### src/rtl/huffman_code_builder_defines.svh
// Assertion macros used by the block's top-level RTL.
`ifndef HUFFMAN_CODE_BUILDER_DEFINES_SVH
`define HUFFMAN_CODE_BUILDER_DEFINES_SVH
`ifndef SYNTH
// Same-cycle implication, disabled while reset is low.
`define HCB_ASSERT_NOW(lbl, clk, rst_n, ante, cons) \
    lbl: assert property (@(posedge clk) disable iff (!rst_n) (ante) |-> (cons)) \
        else $error("hcb assertion failed");
// Next-cycle implication, disabled while reset is low.
`define HCB_ASSERT_NEXT(lbl, clk, rst_n, ante, cons) \
    lbl: assert property (@(posedge clk) disable iff (!rst_n) (ante) |=> (cons)) \
        else $error("hcb assertion failed");
`else
`define HCB_ASSERT_NOW(lbl, clk, rst_n, ante, cons)
`define HCB_ASSERT_NEXT(lbl, clk, rst_n, ante, cons)
`endif
`endif

### src/rtl/hcb_pkg.sv
package hcb_pkg;

    // parameter defaults
    localparam int SYMBOLS_DEF         = 256;
    localparam int COUNT_BITS_DEF      = 32;
    localparam int MAX_CODE_LENGTH_DEF = 63;

    // fixed field widths
    localparam int BYTE_W = 8;
    localparam int LEN_W  = 6;
    localparam int CODE_W = 63;

    // datapath operations
    typedef logic [4:0] t_op;
    localparam t_op OP_NONE       = 5'd0;
    localparam t_op OP_INIT       = 5'd1;
    localparam t_op OP_SREAD      = 5'd2;
    localparam t_op OP_SLOAD      = 5'd3;
    localparam t_op OP_SNEXT      = 5'd4;
    localparam t_op OP_QREAD      = 5'd5;
    localparam t_op OP_SHIFT      = 5'd6;
    localparam t_op OP_PLACE      = 5'd7;
    localparam t_op OP_RDA        = 5'd8;
    localparam t_op OP_RDB        = 5'd9;
    localparam t_op OP_MERGE      = 5'd10;
    localparam t_op OP_ROOT       = 5'd11;
    localparam t_op OP_POP        = 5'd12;
    localparam t_op OP_LOAD       = 5'd13;
    localparam t_op OP_CREAD      = 5'd14;
    localparam t_op OP_DSTEP      = 5'd15;
    localparam t_op OP_EMIT_LEAF  = 5'd16;
    localparam t_op OP_EMIT_EMPTY = 5'd17;

    typedef struct packed {
        t_op  op;
        logic count;
    } t_cmd;

    typedef struct packed {
        logic any;
        logic nz;
        logic s_last;
        logic i_zero;
        logic gt;
        logic len_gt1;
        logic inner;
        logic top_zero;
        logic out_free;
    } t_sts;

endpackage

### src/rtl/hcb_controller.sv
module hcb_controller (
    input  logic          i_clk,
    input  logic          i_rst_n,
    input  logic          i_in_valid,
    input  logic          i_in_kind,
    output logic          o_in_ready,
    input  hcb_pkg::t_sts i_sts,
    output hcb_pkg::t_cmd o_cmd
);
    localparam logic [4:0] S_IDLE  = 5'd0;
    localparam logic [4:0] S_BINIT = 5'd1;
    localparam logic [4:0] S_SREAD = 5'd2;
    localparam logic [4:0] S_SCHK  = 5'd3;
    localparam logic [4:0] S_SNEXT = 5'd4;
    localparam logic [4:0] S_ITEST = 5'd5;
    localparam logic [4:0] S_ICMP  = 5'd6;
    localparam logic [4:0] S_MTEST = 5'd7;
    localparam logic [4:0] S_MRDB  = 5'd8;
    localparam logic [4:0] S_MSUM  = 5'd9;
    localparam logic [4:0] S_ROOT  = 5'd10;
    localparam logic [4:0] S_POP   = 5'd11;
    localparam logic [4:0] S_LOAD  = 5'd12;
    localparam logic [4:0] S_DTEST = 5'd13;
    localparam logic [4:0] S_DSTEP = 5'd14;
    localparam logic [4:0] S_LEAF  = 5'd15;
    localparam logic [4:0] S_EMPTY = 5'd16;

    localparam logic RET_SCAN  = 1'b0;
    localparam logic RET_MERGE = 1'b1;

    logic [4:0] r_state, n_state;
    logic       r_walk, n_walk;
    logic       r_ret, n_ret;
    logic       accept;
    logic [4:0] ret_state;

    assign o_in_ready = (r_state == S_IDLE);
    assign accept     = i_in_valid && o_in_ready;
    assign ret_state  = (r_ret == RET_MERGE) ? S_MTEST : S_SNEXT;

    // next state and command
    always_comb begin
        n_state     = r_state;
        n_walk      = r_walk;
        n_ret       = r_ret;
        o_cmd.op    = hcb_pkg::OP_NONE;
        o_cmd.count = 1'b0;
        unique case (r_state)
            S_IDLE: begin
                if (accept && !i_in_kind) begin
                    o_cmd.count = !r_walk;
                end else if (accept) begin
                    if (r_walk) n_state = S_POP;
                    else if (i_sts.any) n_state = S_BINIT;
                    else n_state = S_EMPTY;
                end
            end
            S_BINIT: begin
                o_cmd.op = hcb_pkg::OP_INIT;
                n_state  = S_SREAD;
            end
            S_SREAD: begin
                o_cmd.op = hcb_pkg::OP_SREAD;
                n_state  = S_SCHK;
            end
            S_SCHK: begin
                if (i_sts.nz) begin
                    o_cmd.op = hcb_pkg::OP_SLOAD;
                    n_ret    = RET_SCAN;
                    n_state  = S_ITEST;
                end else begin
                    n_state = S_SNEXT;
                end
            end
            S_SNEXT: begin
                o_cmd.op = hcb_pkg::OP_SNEXT;
                n_state  = i_sts.s_last ? S_MTEST : S_SREAD;
            end
            // stable insert: shift heavier entries up from the tail
            S_ITEST: begin
                if (i_sts.i_zero) begin
                    o_cmd.op = hcb_pkg::OP_PLACE;
                    n_state  = ret_state;
                end else begin
                    o_cmd.op = hcb_pkg::OP_QREAD;
                    n_state  = S_ICMP;
                end
            end
            S_ICMP: begin
                if (i_sts.gt) begin
                    o_cmd.op = hcb_pkg::OP_SHIFT;
                    n_state  = S_ITEST;
                end else begin
                    o_cmd.op = hcb_pkg::OP_PLACE;
                    n_state  = ret_state;
                end
            end
            S_MTEST: begin
                o_cmd.op = hcb_pkg::OP_RDA;
                n_state  = i_sts.len_gt1 ? S_MRDB : S_ROOT;
            end
            S_MRDB: begin
                o_cmd.op = hcb_pkg::OP_RDB;
                n_state  = S_MSUM;
            end
            S_MSUM: begin
                o_cmd.op = hcb_pkg::OP_MERGE;
                n_ret    = RET_MERGE;
                n_state  = S_ITEST;
            end
            S_ROOT: begin
                o_cmd.op = hcb_pkg::OP_ROOT;
                n_walk   = 1'b1;
                n_state  = S_IDLE;
            end
            // preorder walk down the left spine
            S_POP: begin
                o_cmd.op = hcb_pkg::OP_POP;
                n_state  = S_LOAD;
            end
            S_LOAD: begin
                o_cmd.op = hcb_pkg::OP_LOAD;
                n_state  = S_DTEST;
            end
            S_DTEST: begin
                if (i_sts.inner) begin
                    o_cmd.op = hcb_pkg::OP_CREAD;
                    n_state  = S_DSTEP;
                end else begin
                    n_state = S_LEAF;
                end
            end
            S_DSTEP: begin
                o_cmd.op = hcb_pkg::OP_DSTEP;
                n_state  = S_DTEST;
            end
            S_LEAF: begin
                if (i_sts.out_free) begin
                    o_cmd.op = hcb_pkg::OP_EMIT_LEAF;
                    if (i_sts.top_zero) n_walk = 1'b0;
                    n_state = S_IDLE;
                end
            end
            S_EMPTY: begin
                if (i_sts.out_free) begin
                    o_cmd.op = hcb_pkg::OP_EMIT_EMPTY;
                    n_state  = S_IDLE;
                end
            end
            default: n_state = S_IDLE;
        endcase
    end

    always_ff @(posedge i_clk) begin
        if (!i_rst_n) begin
            r_state <= S_IDLE;
            r_walk  <= 1'b0;
            r_ret   <= RET_SCAN;
        end else begin
            r_state <= n_state;
            r_walk  <= n_walk;
            r_ret   <= n_ret;
        end
    end
endmodule

### config.mk
export PLATFORM = sky130hd
export DESIGN_NAME = hcb_controller
export DESIGN_NICKNAME = d
export VERILOG_FILES = /design/src/rtl/huffman_code_builder_defines.svh /design/src/rtl/hcb_pkg.sv /design/src/rtl/hcb_controller.sv
export SDC_FILE = /design/constraint.sdc
export NUM_CORES = 1
export LEC_CHECK = 0
export ABC_CLOCK_PERIOD_IN_PS = 1600
export BUFFER_PORTS_ARGS = -buffer_cell sky130_fd_sc_hd__clkbuf_2
export CAP_MARGIN = 10
export CORE_ASPECT_RATIO = 0.9
export CORE_UTILIZATION = 46
export DETAILED_ROUTE_END_ITERATION = 12
export GPL_TIMING_DRIVEN = 0
export PLACE_DENSITY = 0.72
export SKIP_LAST_GASP = 1
export SLEW_MARGIN = 40
export SYNTH_ARGS = -nofsm -noshare
export SYNTH_HDL_FRONTEND = slang
export SYNTH_SLANG_ARGS = --single-unit
### constraint.sdc
create_clock -name i_clk -period 1.6 [get_ports i_clk]
set_input_delay 0.24 -clock i_clk [delete_from_list [all_inputs] [get_ports i_clk]]
set_output_delay 0.24 -clock i_clk [all_outputs]
set_load 0.05 [all_outputs]
==> impl_results.md, run 1 <==
- CTS tree: built
- Initial antenna violation count: 0
- CTS Hold Bufs: 0
- Status: finished, violations left
- Crit-path max FO: 10
- Prevailing post-synth register cell: dfxtp_1
- Vias in the first global route: 1033
- Global-route wire length before repair: 4660 um
- Post-synthesis cell area: 748 sq um
- Max_cap viols: 0
- Met1 Use GR: 41.5%
- Sequential area share after synthesis: 18.7%
- GR Overflow Total: 0
- Final hold vios: 0
- Vias/cell: 6.84
- GRT Resource Usage Total: 37.3%
- Sw Pwr: 308 uW
- Slew Viols, Final: 0
- Tot Pwr: 774 uW
- GRT met2 Usage: 66.2%
- Placed instance count: 153
- WHS: 0.197 ns
- Hpwl dp: 1620 um
- Clock root cell: clkbuf_4
- Failing checks: setup timing
- Die width: 44.5 um
- Worst-margin pin slew: 0.356 ns
- I/O Pins: 20
- Inserted Clock Buffers: 3
- Fmax: 536 MHz
- Synthesized net count: 125
- PwrDens: 585 mW/mm^2
- Required @ worst endpoint: 1.36 ns
- Post-route ant nets: 0
- Tmin final: 1.87 ns
- Clock latency at the later pin of the worst-skew pair: 0.26 ns
- Largest net degree at the start of global routing: 11
- Area of the multi-input gates: 649 sq um
- Initial Utilization: 50.5%
- Final setup violation count: 10
- Chip height: 40.3 um
- Leak: 0.000559 uW
- 1st-pass router iterations: 5
- Port bufs: 19
- Layout Cells excl Fill: 179
- Peak VDD IR: 0.653 mV
- Crit path arrival time: 1.63 ns
- CTS Buffer Depth: 2
- Register Area: 153 sq um
- Synth-to-Final Area Change: 76.8%
- H-tree depth: 1
- Remaining routing DRC violations: 0
- Distinct cells, synth: 41
- Reg power frac: 24.4%
- Util after Layout: 89.3%
- Ys async rst share: 0%
- Diodes inserted: 0
- Total die area: 0.00179 sq mm
- Int Pwr: 465 uW
- Share of layout cells above drive strength 1: 51.0%
- Synthesis Warnings: 0
- Clock transition at path regs: 0.06 ns
- Initial detailed-routing violation count: 103
- Crit. End Element: primary output
- Clock skew: 0.00972 ns
- Met3 GRT Util: 13.1%
- Placeable Area: 0.00148 sq mm
- EDFF count, synth: 0
- Switching Share: 39.9%
- Combinational share of power: 54.1%
- Gpl congestion: 0.869
- Worst-case headroom to the max-slew limit: 75.7%
- Clock share of power: 21.5%
- Row cnt: 13
- Worst setup SP type: register
- Worst hold path class: input port to register
- Crit Path Class: register to primary output
- Top-area cell type share of the netlist area: 18.7%
- Layout fillers: 62
- FF+latch count, synth: 7
- Synthesized instance count: 112
- Final net count: 171
- Synth area leader: dfxtp_1
- Crit share post-route: 117%
- Unrepaired setup endpoints after global routing: yes
- Routed len/inst: 21.2 um
- Clock Sinks: 7
- Top cells by area, synth: dfxtp_1 19%, nor2_1 9.0%, a21oi_1 4.7%
- Sum Neg Setup Slack: -1.83 ns
- Via count: 1225
- Fin worst setup slack: -0.267 ns
- WL final: 3800 um
- Syn_area_per_cell: 6.68 sq um
- Most Used Layer, Global Route: met2
routing by layer:
layer,vias up,share of wire [%]
met5,-,0
met4,0,6.7
met3,45,15
met2,147,45
met1,538,34
li1,495,-
final timing paths:
| kind | cells past startpoint | slack (ns) | endpoint | startpoint |
|---|---|---|---|---|
| max reg2reg | 6 | -0.24 | r_state[3] | r_state[2] |
| max | 6 | -0.27 | o_cmd[1] | r_state[4] |
| min | 2 | 0.20 | r_walk | i_sts[1] |
| min reg2reg | 2 | 0.66 | r_ret | r_ret |
state kept, by name (all words and copies together), names as in the netlist:
name	count
r_ret	1
r_state	5
r_walk	1
power groups by stage:
stage | clock network [uW] | logic (uW) | registers (uW)
floorplan | 0 | 185 | 186
global placement | 0 | 241 | 186
detailed placement | 0 | 245 | 186
CTS | 164 | 344 | 183
global route | 176 | 430 | 188
finish | 166 | 419 | 189
synthesized netlist by cell type (2+ instances only):
cell / instances
nor2_1: 18
nand2_1: 8
a21oi_1: 7
dfxtp_1: 7
inv_1: 6
nor2b_1: 5
nor3_1: 5
clkbuf_1: 4
nand2b_1: 4
nand3_1: 4
nor4_1: 4
a211oi_1: 3
o21ai_0: 3
o21ai_1: 3
a31oi_1: 2
buf_2: 2
buf_6: 2
o22ai_1: 2
cell type report:
cell class,instances,area share [%]
timing repair buffer,44,27.1
clock buffer,4,1.99
multi-input combinational,90,49.1
inverter,6,1.70
sequential,7,11.5
buffer,6,6.53
tap,22,2.08
worst max-delay path, cell delays in order, from the launching register on:
cell	delay [ns]
dfxtp_1	0.34
buf_6	0.16
buf_12	0.15
a31oi_2	0.09
o32a_1	0.37
o21ai_2	0.09
buf_8	0.16
stage by stage:
step	instance area, sq um	setup slack (ns)
2_1_floorplan	787	-0.146
3_3_place_gp	910	-0.418
3_5_place_dp	910	-0.430
4_1_cts	1210	-0.228
5_1_grt	1320	-0.319
6_report	1320	-0.267
placed cells by master (no fill, tap or decap), types with 4 or more instances in the layout:
master,count
nand3_1,4
buf_4,21
nor2_1,14
buf_6,6
buf_8,6
nor4_1,4
nand2b_1,4
clkbuf_4,4
clkbuf_2,12
a21oi_1,5
nor3_1,4
nand2_1,5
inv_1,5
what timing repair did:
item,in CTS,in global routing
gates resized for setup,45,26
pin swaps,4,9
endpoints found under the setup margin,11,11
buffers inserted,18,7
cell families (layout without fill, tap and decap cells):
logic type | Yosys count | after routing | synth area share [%]
and+or+nand+nor | 56 | 56 | 38.6
AOI/OAI and AO/OA | 32 | 32 | 30.3
buffers and inverters | 15 | 60 | 9.86
DFF | 7 | 7 | 18.7
xor gates and xnor gates | 1 | 1 | 1.17
muxes | 1 | 1 | 1.34
Power figures use the tool's default switching activity.
==> run 2, diff against run 1 <==
--- a/config.mk
+++ b/config.mk
@@ -5,13 +5,13 @@
 export SDC_FILE = /design/constraint.sdc
 export NUM_CORES = 1
 export LEC_CHECK = 0
-export ABC_CLOCK_PERIOD_IN_PS = 1600
+export ABC_CLOCK_PERIOD_IN_PS = 1650
 export BUFFER_PORTS_ARGS = -buffer_cell sky130_fd_sc_hd__clkbuf_2
 export CAP_MARGIN = 10
 export CORE_ASPECT_RATIO = 0.9
+export CORE_MARGIN = 3
 export CORE_UTILIZATION = 46
 export DETAILED_ROUTE_END_ITERATION = 12
-export GPL_TIMING_DRIVEN = 0
 export PLACE_DENSITY = 0.72
 export SKIP_LAST_GASP = 1
 export SLEW_MARGIN = 40
==> constraint.sdc (replaced) <==
create_clock -name i_clk -period 1.65 [get_ports i_clk]
set_input_delay 0.2475 -clock i_clk [delete_from_list [all_inputs] [get_ports i_clk]]
set_output_delay 0.2475 -clock i_clk [all_outputs]
set_load 0.05 [all_outputs]
==> impl_results.md, run 2 (same netlist as run 1, synthesis figures left out) <==
- Clock root cell: clkbuf_4
- Fin worst setup slack: -0.0656 ns (+0.201 ns)
- Clock transition at path regs: 0.06 ns (about the same)
- Post-route ant nets: 0 (unchanged)
- Vias/cell: 5.99 (-12%)
- Global-route wire length before repair: 4260 um (-8.6%)
- Via count: 1019 (-17%)
- Most flops, register: r_state
- Hpwl dp: 2010 um (+24%)
- Top flop regs: r_state: 5 flops, r_ret: 1 flops, r_walk: 1 flops
- CTS Hold Bufs: 0 (unchanged)
- PwrDens: 558 mW/mm^2 (-4.6%)
- Vias in the first global route: 932 (-9.8%)
- GRT Resource Usage Total: 26.4% (-11 points)
- Crit Path Class: register to primary output
- Clock skew: 0.00370 ns (-0.00602 ns)
- Max_cap viols: 0 (unchanged)
- I/O Pins: 20 (unchanged)
- Crit. End Element: primary output
- Port bufs: 19 (unchanged)
- Clock latency at the later pin of the worst-skew pair: 0.26 ns (about the same)
- Tmin final: 1.72 ns
- CTS tree: built
- Inserted Clock Buffers: 3 (unchanged)
- Slowest cell on crit path: dfxtp_4
- Share of layout cells above drive strength 1: 48.6% (-2.3 points)
- DR top layer: met4
- Routed len/inst: 16.2 um (-24%)
- Metal3 WL: 279 um (-49%)
- Final hold vios: 0 (unchanged)
- Chip height: 44.3 um (+9.9%)
- Placed instance count: 163 (+6.5%)
- Crit path arrival time: 1.47 ns (-0.16 ns)
- Placeable Area: 0.00148 sq mm (unchanged)
- Synth-to-Final Area Change: 63.0%
- CTS Buffer Depth: 2 (unchanged)
- Leak: 0.000501 uW (-10%)
- Initial Utilization: 50.5% (unchanged)
- Most frequent cells in the layout: 17 x buf_4, 13 x nor2_1, 12 x clkbuf_2
- 1st-pass router iterations: 4 (-1)
- Worst-margin pin slew: 0.448 ns (+0.0924 ns)
- Final net count: 162 (-5.3%)
- Slew Viols, Final: 0 (unchanged)
- Initial antenna violation count: 0 (unchanged)
- Total die area: 0.00215 sq mm (+20%)
- Fmax: 583 MHz
- Pre-CTS setup slack: -0.0253 ns (+0.404 ns)
- WP buf/inv: 2 (-1)
- Layout fillers: 93 (+50%)
- Gpl congestion: 0.937 (+7.9%)
- H-tree depth: 1 (unchanged)
- Failing checks: setup timing
- R2R setup slack: -0.05 ns (+0.19 ns)
- M1 WL: 1140 um (-12%)
- Number of flip-flops in the largest register: 5 (unchanged)
- Crit share post-route: 104%
- Clock Sinks: 7 (unchanged)
- Routed wl met2: 1300 um (-24%)
- Required @ worst endpoint: 1.40 ns (+0.04 ns)
- Status: finished, violations left
- GR Overflow Total: 0 (unchanged)
- Die width: 48.5 um (+9.0%)
- Worst hold path class: input port to register
- Worst setup SP type: register
- Worst path max stage delay: 0.38 ns (about the same)
- Crit-path max FO: 6 (-4)
- Layout Cells excl Fill: 170 (-5.0%)
- CP top delay family: compound AO/OA/AOI/OAI gates
- Commonest non-fill, non-tap cell in the layout: buf_4
- WL final: 2750 um (-28%)
- Remaining routing DRC violations: 0 (unchanged)
- Initial detailed-routing violation count: 46 (-55%)
- Worst-case headroom to the max-slew limit: 69.3% (-6.3 points)
- Unrepaired setup endpoints after global routing: yes
- Peak VDD IR: 0.553 mV (-15%)
- Final setup violation count: 6 (-4)
- Diodes inserted: 0 (unchanged)
- CP Cell Sequence: buf_6 > nor2b_4 > a31oi_1 > o32a_1 > o21ai_2 > buf_8
- Largest net degree at the start of global routing: 12 (+1)
- Row cnt: 13 (unchanged)
-- run 2: changes by cell type in the layout (fill, tap and decap cells not counted), sizes merged --
cell    change
buf         -8
clkbuf      -1
-- run 2: path summary, 6_finish.rpt --
path / from / to / cells after the start
setup / recovery: r_state[0] / o_cmd[1] / 6
hold / removal: i_sts[1] / r_walk / 2
setup reg to reg: r_state[1] / r_state[3] / 5
hold reg to reg: r_state[4] / r_state[4] / 2
-- run 2: power breakdown --
part	switching [uW]	internal [uW]
clock network	71.4	92.8
registers	11.2	174
logic	181	151
-- run 2: what timing repair did --
item,CTS,global route
buffers inserted,3,0
setup endpoints to repair,9,9
gates cloned,0,0
pin swaps,1,3
resized for setup,32,15
-- run 2: final cells by class --
| cell class | instances | area [sq um] | area share (%) |
|---|---|---|---|
| multi-input combinational | 90 | 646 | 52.9 |
| timing repair buffer | 41 | 344 | 28.2 |
| sequential | 7 | 154 | 12.6 |
| tap | 22 | 27.5 | 2.26 |
| clock buffer | 4 | 26.3 | 2.15 |
| inverter | 6 | 22.5 | 1.85 |
-- run 2: layer usage --
layer	global-route usage, %	vias up
met5	0	-
met4	10.8	0
met3	8.08	5
met2	46.2	60
met1	30.8	473
li1	-	481
-- run 2: through the flow --
| step | cell area, sq um | setup TNS, ns | utilization (%) | hold slack (ns) | total power, uW |
|---|---|---|---|---|---|
| final | 1220 | -0.266 | 82.4 | 0.191 | 681 |
| after global routing | 1220 | -0.751 | 82.4 | 0.195 | 713 |
| after CTS | 1170 | -0.311 | 79.0 | 0.191 | 665 |
| after detailed placement | 1010 | -0.0253 | 68.5 | 0.463 | 460 |
| after global placement | 1010 | 0 | 68.5 | 0.457 | 456 |
| after floorplan | 787 | -0.189 | - | 0.357 | 359 |
==> run 3, diff against run 2 <==
--- a/config.mk
+++ b/config.mk
@@ -13,6 +13,7 @@
 export CORE_UTILIZATION = 46
 export DETAILED_ROUTE_END_ITERATION = 12
 export PLACE_DENSITY = 0.72
+export SETUP_SLACK_MARGIN = 0.15
 export SKIP_LAST_GASP = 1
 export SLEW_MARGIN = 40
 export SYNTH_ARGS = -nofsm -noshare
==> impl_results.md, run 3 (same netlist as run 1, synthesis figures left out) <==
- Status: finished, violations left
- Failing checks: setup timing
- Crit share post-route: 122% (+18 points)
- Worst setup SP type: register
- Worst hold path class: input port to register
- Inserted Clock Buffers: 3 (unchanged)
- Most Used Layer, Global Route: met2
- Chip height: 44.3 um (unchanged)
- H-tree depth: 1 (unchanged)
- Clock Sinks: 7 (unchanged)
- Crit. End Element: register
- Fmax: 495 MHz (-15%)
- Final net count: 178 (+9.9%)
- Synth-to-Final Area Change: 93.1%
- Row cnt: 13 (unchanged)
- Initial detailed-routing violation count: 167 (+260%)
- Diodes inserted: 0 (unchanged)
- Gpl congestion: 0.890 (-5.0%)
- Share of layout cells above drive strength 1: 57.3% (+8.7 points)
- Clock latency at the later pin of the worst-skew pair: 0.28 ns (+0.02 ns)
- Placed instance count: 169 (+3.7%)
- Unrepaired setup endpoints after global routing: yes
- Port bufs: 19 (unchanged)
- Top flop regs: r_state: 5 flops, r_ret: 1 flops, r_walk: 1 flops
- Placed cell area: 0.00111 sq mm (+9.6%)
- Clock skew: 0.00732 ns (+0.00363 ns)
- Most frequent cells in the layout: 28 x buf_4, 12 x nor2_1, 12 x clkbuf_2
- Number of flip-flops in the largest register: 5 (unchanged)
- GRT Resource Usage Total: 41.9% (+15 points)
- Via count: 1310 (+29%)
- 1st-pass router iterations: 5 (+1)
- PwrDens: 604 mW/mm^2 (+8.3%)
- Crit path arrival time: 2.20 ns (+0.73 ns)
- Final hold vios: 0 (unchanged)
- Register Area: 156 sq um (+1.6%)
- Global-route wire length before repair: 6590 um (+55%)
- Worst-case headroom to the max-slew limit: 73.1% (+3.8 points)
- Leak: 0.000606 uW (+21%)
- Sum Neg Setup Slack: -2.67 ns (-2.41 ns)
- Layout Cells excl Fill: 186 (+9.4%)
- Final non-filler cell area: 0.00145 sq mm (+18%)
- Remaining routing DRC violations: 0 (unchanged)
- I/O Pins: 20 (unchanged)
- Hpwl dp: 2100 um (+4.8%)
- Layout fillers: 20 (-78%)
- Worst-margin pin slew: 0.402 ns (-0.0458 ns)
- Vias in the first global route: 1271 (+36%)
- CTS Buffer Depth: 2 (unchanged)
- Commonest non-fill, non-tap cell in the layout: buf_4
- Placeable Area: 0.00148 sq mm (unchanged)
- Met1 Use GR: 47.4% (+17 points)
- Crit Path Class: register to register
- CTS tree: built
- Clock root cell: clkbuf_4
- Vias/cell: 7.04 (+17%)
- Crit-path max FO: 6 (unchanged)
- Slew Viols, Final: 0 (unchanged)
- Initial antenna violation count: 0 (unchanged)
- Tmin final: 2.02 ns (+0.304 ns)
- GR Overflow Total: 0 (unchanged)
- Initial Utilization: 50.5% (unchanged)
- Clock transition at path regs: 0.06 ns (about the same)
- Fin worst setup slack: -0.370 ns (-0.304 ns)
- Final setup violation count: 11 (+5)
- Routed len/inst: 26.3 um (+63%)
- Met3 GRT Util: 13.8% (+5.7 points)
- Area of the multi-input gates: 693 sq um (+7.4%)
- Largest net degree at the start of global routing: 12 (unchanged)
- Total die area: 0.00215 sq mm (unchanged)
- Post-route ant nets: 0 (unchanged)
- Required @ worst endpoint: 1.83 ns (+0.43 ns)
- WL final: 4900 um (+78%)
- Peak VDD IR: 0.573 mV (+3.6%)
- CTS Hold Bufs: 0 (unchanged)
- Most flops, register: r_state
- GRT met2 Usage: 70.6% (+24 points)
- Die width: 48.5 um (unchanged)
- Max_cap viols: 0 (unchanged)
- WHS: 0.184 ns (-0.00714 ns)
-- run 3: worst paths after layout --
kind / start / endpoint / slack, ns / cells past startpoint
worst min-delay path: i_sts[1] / r_walk / 0.18 / 2
worst max-delay path: r_state[1] / r_state[3] / -0.37 / 6
worst max register to register: r_state[1] / r_state[3] / -0.37 / 6
worst min register to register: r_state[4] / r_state[3] / 0.70 / 2
-- run 3: layout make-up --
cell class              count  area share, %
multi-input cells          90           48.0
repair buffers             57           35.8
flip-flops and latches      7           10.8
well taps                  22           1.90
clock buffers               4           1.82
inverters                   6           1.73
-- run 3: metrics by stage --
step / worst slack (ns) / total power [uW] / utilization (%)
after floorplan: 0.00739 / 383 / -
after global placement: -0.0433 / 472 / 75.1
after detailed placement: -0.120 / 481 / 75.1
after CTS: -0.192 / 745 / 90.4
after global routing: -0.344 / 888 / 97.6
final: -0.370 / 874 / 97.6
-- run 3: what timing repair did --
action / in CTS / in global routing
pin swaps: 7 / 10
endpoints found under the setup margin: 12 / 12
cloned: 0 / 0
buffers inserted: 8 / 5
resized for setup: 37 / 18
-- run 3: power by group --
group	leakage, uW	switching (uW)	internal, uW	total, uW
logic	0.000530	260	240	500
clock network	0.0000150	89.1	93.9	183
registers	0.0000602	17.1	173	190
total	0.000606	367	507	874
-- run 3: layer usage --
metal / vias up / wire (um)
met4: 0 / 556
met1: 558 / 1660
met2: 167 / 2010
met3: 71 / 672
met5: - / 0
li1: 514 / -
-- run 3: worst max-delay path: stages, from the launching register on --
cell and delay, ns:
dfxtp_2 0.44, nor2_4 0.07, buf_4 0.14, a32oi_2 0.27, o22ai_2 0.14, or4_4 0.58, o31ai_2 0.28
